File: config.mk
export PLATFORM = sky130hd
export DESIGN_NAME = text_terminal_cell_writer
export DESIGN_NICKNAME = d
export VERILOG_FILES = /design/src/sv/ttcw_pkg.sv /design/src/sv/text_terminal_cell_writer.sv
export SDC_FILE = /design/constraint.sdc
export NUM_CORES = 1
export LEC_CHECK = 0
export BUFFER_PORTS_ARGS = -buffer_cell sky130_fd_sc_hd__clkbuf_2
export CAP_MARGIN = 20
export CORE_MARGIN = 2
export CORE_UTILIZATION = 45
export DETAILED_ROUTE_END_ITERATION = 10
export GPL_TIMING_DRIVEN = 0
export PLACE_DENSITY = 0.75
export SYNTH_ARGS = -nofsm -noshare
export SYNTH_HDL_FRONTEND = slang
export SYNTH_SLANG_ARGS = --single-unit
File: constraint.sdc
create_clock -name clk -period 4 [get_ports clk]
set_input_delay 0.2 -clock clk [delete_from_list [all_inputs] [get_ports clk]]
set_output_delay 0.2 -clock clk [all_outputs]
set_load 0.005 [all_outputs]
File: src/sv/ttcw_pkg.sv
// Package for the text terminal cell writer: character codes, word widths,
// operation and state encodings. No dependencies.
package ttcw_pkg;

    // Fixed field widths
    localparam int CHAR_W      = 8;
    localparam int ATTR_W      = 8;
    localparam int CELL_ADDR_W = 11;

    // Most cell writes one input byte may cause
    localparam int MAX_RESULTS = 8;

    // Attribute after reset: light grey on black
    localparam logic [ATTR_W-1:0] TEXT_COLOR_RESET = 8'h07;

    // Control codes and the blank glyph
    localparam logic [CHAR_W-1:0] CH_BS    = 8'h08;
    localparam logic [CHAR_W-1:0] CH_TAB   = 8'h09;
    localparam logic [CHAR_W-1:0] CH_LF    = 8'h0A;
    localparam logic [CHAR_W-1:0] CH_FF    = 8'h0C;
    localparam logic [CHAR_W-1:0] CH_CR    = 8'h0D;
    localparam logic [CHAR_W-1:0] CH_SPACE = 8'h20;

    // What the sequencer does with the held byte
    typedef enum logic [2:0] {
        OP_PUT,
        OP_TAB,
        OP_BS,
        OP_FF,
        OP_LF,
        OP_CR
    } op_t;

    // Sequencer states
    typedef enum logic [1:0] {
        ST_IDLE,
        ST_EXEC,
        ST_WAIT
    } state_t;

endpackage

File: src/sv/text_terminal_cell_writer.sv
// Text terminal cell writer: turns a stream of character bytes into cell
// writes for a character screen. Depends on ttcw_pkg.
//
// Usage
//   Input channel : char_in with in_valid / in_stall. A byte is taken when
//                   in_valid is high and in_stall is low.
//   Output channel: cell_address, cell_glyph, cell_attr, fill_all and
//                   last_write with out_valid / out_stall. last_write marks
//                   the final word caused by one input byte.
//   Configuration : cfg_wr_en / cfg_wr_data load the attribute byte, to be
//                   written only while the block is idle.
//   Timing        : one byte at a time. A printable byte, backspace or form
//                   feed gives its word through the execute state and the
//                   output register (a backspace at the origin gives none),
//                   and the block is ready again the cycle after that word
//                   is taken. A tab gives one word per space, each through
//                   the execute and wait states. Newline and carriage return
//                   give no word; each step uses the shared address adder.
//   Reset         : cursor home, attribute 0x07, no word pending.
//   Stall         : a word held by out_stall stays on the output unchanged;
//                   in_stall stays high until every word of the byte is gone.
module text_terminal_cell_writer #(
    parameter int COLUMNS  = 80,
    parameter int ROWS     = 25,
    parameter int TAB_STOP = 8
) (
    input  logic                            clk,
    input  logic                            rst_n,
    // input bytes
    input  logic                            in_valid,
    output logic                            in_stall,
    input  logic [ttcw_pkg::CHAR_W-1:0]     char_in,
    // cell writes
    output logic                            out_valid,
    input  logic                            out_stall,
    output logic [ttcw_pkg::CELL_ADDR_W-1:0] cell_address,
    output logic [ttcw_pkg::CHAR_W-1:0]     cell_glyph,
    output logic [ttcw_pkg::ATTR_W-1:0]     cell_attr,
    output logic                            fill_all,
    output logic                            last_write,
    // attribute register
    input  logic                            cfg_wr_en,
    input  logic [ttcw_pkg::ATTR_W-1:0]     cfg_wr_data
);

    localparam int COL_W   = $clog2(COLUMNS);
    localparam int ROW_W   = (ROWS > 1) ? $clog2(ROWS) : 1;
    localparam int PH_W    = (TAB_STOP > 1) ? $clog2(TAB_STOP) : 1;
    localparam int CNT_W   = $clog2(TAB_STOP + 1);
    localparam int TAB_MAX = (TAB_STOP > ttcw_pkg::MAX_RESULTS) ?
                             ttcw_pkg::MAX_RESULTS : TAB_STOP;
    localparam int AW      = ttcw_pkg::CELL_ADDR_W;

    localparam logic [COL_W-1:0] LAST_COL  = COL_W'(COLUMNS - 1);
    localparam logic [ROW_W-1:0] LAST_ROW  = ROW_W'(ROWS - 1);
    localparam logic [PH_W-1:0]  LAST_PH   = PH_W'(TAB_STOP - 1);
    localparam logic [PH_W-1:0]  END_PH    = PH_W'((COLUMNS - 1) % TAB_STOP);

    ttcw_pkg::state_t state_reg, state_next;
    ttcw_pkg::op_t    op_reg, op_next;

    logic [ttcw_pkg::CHAR_W-1:0] char_reg, char_next;
    logic [CNT_W-1:0]            tab_cnt_reg, tab_cnt_next;
    logic [ROW_W-1:0]            row_reg, row_next;
    logic [COL_W-1:0]            col_reg, col_next;
    logic [PH_W-1:0]             phase_reg, phase_next;    // column mod tab stop
    logic [AW-1:0]               addr_reg, addr_next;      // linear cell index
    logic [ttcw_pkg::ATTR_W-1:0] color_reg;

    logic                        out_valid_reg, out_valid_next;
    logic [AW-1:0]               out_addr_reg, out_addr_next;
    logic [ttcw_pkg::CHAR_W-1:0] out_glyph_reg, out_glyph_next;
    logic [ttcw_pkg::ATTR_W-1:0] out_attr_reg, out_attr_next;
    logic                        out_fill_reg, out_fill_next;
    logic                        out_last_reg, out_last_next;

    logic             accept;
    logic             at_last_col;
    logic             at_last_row;
    logic             at_origin;
    logic [AW-1:0]    col_ext;
    logic [AW-1:0]    addend;
    logic [AW-1:0]    addr_sum;
    logic [CNT_W-1:0] spaces;
    ttcw_pkg::op_t    op_dec;

    assign accept      = in_valid && (state_reg == ttcw_pkg::ST_IDLE);
    assign at_last_col = (col_reg == LAST_COL);
    assign at_last_row = (row_reg == LAST_ROW);
    assign at_origin   = (row_reg == '0) && (col_reg == '0);
    assign col_ext     = AW'(col_reg);

    // Spaces up to the next tab stop, capped
    always_comb
    begin
        spaces = CNT_W'(TAB_STOP) - CNT_W'(phase_reg);
        if (spaces > CNT_W'(TAB_MAX))
        begin
            spaces = CNT_W'(TAB_MAX);
        end
    end

    // Byte decode
    always_comb
    begin
        case (char_in)
            ttcw_pkg::CH_LF:  op_dec = ttcw_pkg::OP_LF;
            ttcw_pkg::CH_CR:  op_dec = ttcw_pkg::OP_CR;
            ttcw_pkg::CH_TAB: op_dec = ttcw_pkg::OP_TAB;
            ttcw_pkg::CH_BS:  op_dec = ttcw_pkg::OP_BS;
            ttcw_pkg::CH_FF:  op_dec = ttcw_pkg::OP_FF;
            default:          op_dec = ttcw_pkg::OP_PUT;
        endcase
    end

    // Shared address adder: operand picked by the current operation
    always_comb
    begin
        case (op_reg)
            ttcw_pkg::OP_PUT, ttcw_pkg::OP_TAB: addend = AW'(1);
            ttcw_pkg::OP_BS:                    addend = '1;
            ttcw_pkg::OP_LF:                    addend = AW'(COLUMNS) - col_ext;
            ttcw_pkg::OP_CR:                    addend = AW'(0) - col_ext;
            default:                            addend = '0;
        endcase
        addr_sum = addr_reg + addend;
    end

    // Next state
    always_comb
    begin
        state_next = state_reg;
        case (state_reg)
            ttcw_pkg::ST_IDLE:
            begin
                if (in_valid)
                begin
                    state_next = ttcw_pkg::ST_EXEC;
                end
            end
            ttcw_pkg::ST_EXEC:
            begin
                case (op_reg)
                    ttcw_pkg::OP_LF, ttcw_pkg::OP_CR: state_next = ttcw_pkg::ST_IDLE;
                    ttcw_pkg::OP_BS:
                    begin
                        state_next = at_origin ? ttcw_pkg::ST_IDLE : ttcw_pkg::ST_WAIT;
                    end
                    default: state_next = ttcw_pkg::ST_WAIT;
                endcase
            end
            ttcw_pkg::ST_WAIT:
            begin
                if (!out_stall)
                begin
                    if ((op_reg == ttcw_pkg::OP_TAB) && (tab_cnt_reg != '0))
                    begin
                        state_next = ttcw_pkg::ST_EXEC;
                    end
                    else
                    begin
                        state_next = ttcw_pkg::ST_IDLE;
                    end
                end
            end
            default: state_next = ttcw_pkg::ST_IDLE;
        endcase
    end

    // Datapath and outputs
    always_comb
    begin
        op_next        = op_reg;
        char_next      = char_reg;
        tab_cnt_next   = tab_cnt_reg;
        row_next       = row_reg;
        col_next       = col_reg;
        phase_next     = phase_reg;
        addr_next      = addr_reg;
        out_valid_next = out_valid_reg;
        out_addr_next  = out_addr_reg;
        out_glyph_next = out_glyph_reg;
        out_attr_next  = out_attr_reg;
        out_fill_next  = out_fill_reg;
        out_last_next  = out_last_reg;

        case (state_reg)
            ttcw_pkg::ST_IDLE:
            begin
                if (accept)
                begin
                    op_next      = op_dec;
                    char_next    = char_in;
                    tab_cnt_next = spaces;
                end
            end
            ttcw_pkg::ST_EXEC:
            begin
                case (op_reg)
                    ttcw_pkg::OP_PUT, ttcw_pkg::OP_TAB:
                    begin
                        out_valid_next = 1'b1;
                        out_addr_next  = addr_reg;
                        out_attr_next  = color_reg;
                        out_fill_next  = 1'b0;
                        if (op_reg == ttcw_pkg::OP_TAB)
                        begin
                            out_glyph_next = ttcw_pkg::CH_SPACE;
                            out_last_next  = (tab_cnt_reg == CNT_W'(1));
                            tab_cnt_next   = tab_cnt_reg - CNT_W'(1);
                        end
                        else
                        begin
                            out_glyph_next = char_reg;
                            out_last_next  = 1'b1;
                        end
                        // advance the cursor, wrapping at line and screen end
                        if (at_last_col)
                        begin
                            col_next   = '0;
                            phase_next = '0;
                            row_next   = at_last_row ? '0 : row_reg + ROW_W'(1);
                            addr_next  = at_last_row ? '0 : addr_sum;
                        end
                        else
                        begin
                            col_next   = col_reg + COL_W'(1);
                            phase_next = (phase_reg == LAST_PH) ? '0 : phase_reg + PH_W'(1);
                            addr_next  = addr_sum;
                        end
                    end
                    ttcw_pkg::OP_BS:
                    begin
                        if (!at_origin)
                        begin
                            if (col_reg != '0)
                            begin
                                col_next   = col_reg - COL_W'(1);
                                phase_next = (phase_reg == '0) ? LAST_PH : phase_reg - PH_W'(1);
                            end
                            else
                            begin
                                row_next   = row_reg - ROW_W'(1);
                                col_next   = LAST_COL;
                                phase_next = END_PH;
                            end
                            addr_next      = addr_sum;
                            out_valid_next = 1'b1;
                            out_addr_next  = addr_sum;
                            out_glyph_next = ttcw_pkg::CH_SPACE;
                            out_attr_next  = color_reg;
                            out_fill_next  = 1'b0;
                            out_last_next  = 1'b1;
                        end
                    end
                    ttcw_pkg::OP_FF:
                    begin
                        row_next       = '0;
                        col_next       = '0;
                        phase_next     = '0;
                        addr_next      = '0;
                        out_valid_next = 1'b1;
                        out_addr_next  = '0;
                        out_glyph_next = ttcw_pkg::CH_SPACE;
                        out_attr_next  = color_reg;
                        out_fill_next  = 1'b1;
                        out_last_next  = 1'b1;
                    end
                    ttcw_pkg::OP_LF:
                    begin
                        col_next   = '0;
                        phase_next = '0;
                        row_next   = at_last_row ? '0 : row_reg + ROW_W'(1);
                        addr_next  = at_last_row ? '0 : addr_sum;
                    end
                    ttcw_pkg::OP_CR:
                    begin
                        col_next   = '0;
                        phase_next = '0;
                        addr_next  = addr_sum;
                    end
                    default:
                    begin
                        op_next = ttcw_pkg::OP_PUT;
                    end
                endcase
            end
            ttcw_pkg::ST_WAIT:
            begin
                if (!out_stall)
                begin
                    out_valid_next = 1'b0;
                end
            end
            default:
            begin
                out_valid_next = 1'b0;
            end
        endcase
    end

    // Control registers
    always_ff @(posedge clk or negedge rst_n)
    begin
        if (!rst_n)
        begin
            state_reg     <= ttcw_pkg::ST_IDLE;
            op_reg        <= ttcw_pkg::OP_PUT;
            tab_cnt_reg   <= '0;
            row_reg       <= '0;
            col_reg       <= '0;
            phase_reg     <= '0;
            addr_reg      <= '0;
            color_reg     <= ttcw_pkg::TEXT_COLOR_RESET;
            out_valid_reg <= 1'b0;
        end
        else
        begin
            state_reg     <= state_next;
            op_reg        <= op_next;
            tab_cnt_reg   <= tab_cnt_next;
            row_reg       <= row_next;
            col_reg       <= col_next;
            phase_reg     <= phase_next;
            addr_reg      <= addr_next;
            out_valid_reg <= out_valid_next;
            if (cfg_wr_en)
            begin
                color_reg <= cfg_wr_data;
            end
        end
    end

    // Payload registers
    always_ff @(posedge clk)
    begin
        char_reg      <= char_next;
        out_addr_reg  <= out_addr_next;
        out_glyph_reg <= out_glyph_next;
        out_attr_reg  <= out_attr_next;
        out_fill_reg  <= out_fill_next;
        out_last_reg  <= out_last_next;
    end

    assign in_stall     = (state_reg != ttcw_pkg::ST_IDLE);
    assign out_valid    = out_valid_reg;
    assign cell_address = out_addr_reg;
    assign cell_glyph   = out_glyph_reg;
    assign cell_attr    = out_attr_reg;
    assign fill_all     = out_fill_reg;
    assign last_write   = out_last_reg;

endmodule

==> results.sh <==
export IMPL_cp_slowest_cell="dfrtp_1"
export IMPL_grt_pass1_vias=3614
export IMPL_outcome="complete, no violations"
export IMPL_period_minus_slack_ns=3.42
export IMPL_drc=0
export IMPL_arrival_ns=3.52
export IMPL_core_um2=9860
export IMPL_synth_edff_count=37
export IMPL_end_kind="register"
export IMPL_power_leakage_nw=2.21
export IMPL_synthFlopType="dfrtp_1"
export IMPL_root_buffer="clkbuf_8"
export IMPL_hold_class="primary input to register"
export IMPL_grt_first_pass_wirelength_um=17500
export IMPL_max_stage_delay_ns=0.47
export IMPL_clockBufferDepth=2
export IMPL_whs_ns=0.0352
export IMPL_cts_sinks=81
export IMPL_rsz0062_at_grt="no"
export IMPL_post_dp_hpwl_um=7610
export IMPL_cp_max_fo=8
export IMPL_power_w=0.00331
export IMPL_finalHoldViolCount=0
export IMPL_n_antenna_cell=0
export IMPL_clock_skew_ns=0.00829
export IMPL_fin_nets=559
export IMPL_worst_slew_pin_slew_ns=1.03
export IMPL_fmax_mhz=293
export IMPL_final_cell_mix="50 x clkbuf_2, 41 x dfrtp_1, 37 x nand2_1, 37 x edfxtp_1"
export IMPL_synthArstFlopShare_pct=54.3
export IMPL_r2r_start="op_reg[1]$_DFFE_PN0P_"
export IMPL_path_cells="inv_1 -> nand3_1 -> ha_1 -> a21oi_1 -> nor2_1 -> xnor2_1 -> o21ai_0 -> ha_1 -> a21o_1 -> a21oi_1 -> nor2_1 -> a311oi_1 -> xor2_1 -> o2bb2ai_1"
export IMPL_worstHoldEndpoint="char_reg[7]$_DFFE_PP_"
export IMPL_powerDensity_nw_per_um2=629
export IMPL_rows=36
export IMPL_clk_pin_slew_ns=0.08
export IMPL_maxSlewViolCount=0
export IMPL_ant_nets=0
export IMPL_place_inst=630
export IMPL_synth_area_per_cell_um2=10.3
export IMPL_syn2layout_area_growth_pct=14.5
export IMPL_die_h_um=105
export IMPL_ys_seq_elements=81
export IMPL_numCtsBuffers=9
export IMPL_via_per_inst=5.63
export IMPL_synth_area_leader_cell="edfxtp_1"
export IMPL_antenna_found_initial=0
export IMPL_postLayoutCellArea_um2=5270
export IMPL_start_util_pct=46.6
export IMPL_setup_tns_ns=0
export IMPL_setup_viol=0
export IMPL_min_from="char_in[7]"
export IMPL_dr_first_iter_drc_count=307
export IMPL_grt_ovfl_total=0
export IMPL_ys_seq_area_share_pct=48.2
export IMPL_crit_type="register to register"
export IMPL_routedWlPerCell_um=15.9
export IMPL_ys_warnings_count=0
export IMPL_fin_crit_sh_pct=85.4
export IMPL_cts_tree="built"
export IMPL_drive_above_1_share_pct=20.2
export IMPL_h_tree_depth=3
export IMPL_grt_use_total_pct=19.7
export IMPL_worstRegToRegCells=14
export IMPL_syn_inst=445
export IMPL_syn_nets=495
export IMPL_placed_cell_area_um2=5050
export IMPL_num_vias=3643
export IMPL_crit_path_start_kind="register"
export IMPL_routed_wl_um=10300
export IMPL_ir_drop_mv=0.243
export IMPL_clk_latency_ns=0.36
export IMPL_crit_path_start="op_reg[1]$_DFFE_PN0P_"
export IMPL_grt_max_degree=32
export IMPL_fin_cells=647
export IMPL_layout_commonest_cell="clkbuf_2"
export IMPL_crit_required_ns=4.10
export IMPL_ctsResizeCount=0
export IMPL_timing_slew_headroom_pct=30.9
export IMPL_yosys_cell_types_count=61
export IMPL_rrSetupSlack_ns=0.58
export IMPL_die_w_um=105
export IMPL_hold_depth=1
export IMPL_max_cap_violations=0
export IMPL_ioPinCount=52
export IMPL_drtPass1Iterations=4
export IMPL_syn_area_um2=4600
export IMPL_dieArea_um2=11000
export IMPL_r2r_end="cell_address[9]$_DFFE_PP_"
export IMPL_synth_area_leaders="edfxtp_1 24%, dfrtp_1 22%, ha_1 7.6%"
export IMPL_routabilityCongestion=0.905
export IMPL_synth_top_area_share_pct=24.2
export IMPL_port_buffers=50
metal layers:
metal	share of wire [%]	GRT usage, %	up-vias
li1	-	-	1764
met1	44	26.0	1765
met2	49	31.3	97
met5	0	0	-
met4	2.1	9.52	0
met3	4.9	3.68	17
timing repair:
item / 4_1_cts / 5_1_grt
hold endpoints to repair: 10 / 0
setup buffers: 0 / 0
hold buffers: 1 / 0
critical path: cells and delay by family, from the launching register on:
| kind | cells | cell delay, ns |
|---|---|---|
| AOI/OAI and AO/OA | 6 | 1.10 |
| xor gates and xnor gates | 2 | 0.39 |
| adders and majority gates | 2 | 0.71 |
| buffers and inverters | 1 | 0.22 |
| DFF | 1 | 0.47 |
| and+or+nand+nor | 3 | 0.30 |
through the flow:
stage	worst slack, ns	util, %
floorplan	1.02	-
global placement	0.653	50.8
detailed placement	0.639	51.2
CTS	0.603	53.4
global route	0.308	53.4
finish	0.582	53.4
logic make-up (layout without fill, tap and decap cells):
group           after synthesis  in the layout  synth area share [%]
xor+xnor                     13             13                  2.48
compound gates              128            128                  19.0
mux                          11             11                  2.88
simple gates                138            138                  15.2
flops                        81             81                  48.2
buf+inv                      45            114                  4.22
fa+ha+maj                    29             29                  8.05
cell usage after synthesis, types with 4 or more instances:
library cell,number
ha_1,28
inv_1,28
dfrtp_1,41
buf_2,8
a31oi_1,7
o22ai_1,6
nand2b_1,8
xor2_1,4
o2bb2ai_1,4
xnor2_1,9
nor2_1,33
and2_1,10
and3_1,6
nor3_1,7
a211oi_1,4
a22o_1,10
nand2_1,37
nand3_1,14
o31ai_1,7
a21o_1,4
nor2b_1,4
edfxtp_1,37
o21ai_0,30
clkbuf_1,7
mux2_2,8
a21oi_1,32
how the worst max path moves through the flow:
stage	end	depth (start not counted)
2_1_floorplan	addr_reg[10]$_DFFE_PN0P_	13
3_3_place_gp	cell_address[10]$_DFFE_PP_	13
3_5_place_dp	cell_address[9]$_DFFE_PP_	14
4_1_cts	cell_address[9]$_DFFE_PP_	14
5_1_grt	cell_address[10]$_DFFE_PP_	13
6_report	cell_address[9]$_DFFE_PP_	14
area by class of cell:
type,instances,area [um^2]
Inverter,28,105
Tap cell,133,166
Timing Repair Buffer,53,295
Sequential cell,81,2220
Clock inverter,5,62.6
Fill cell,851,4600
Clock buffer,11,141
Multi-Input combinational cell,319,2190
Buffer,17,88.8
report_power, final:
part / switching, W / internal [W] / total (W)
registers: 0.000163 / 0.00117 / 0.00133
clock network: 0.000311 / 0.000310 / 0.000621
logic: 0.000799 / 0.000558 / 0.00136
(Power assumes the default switching activity.)
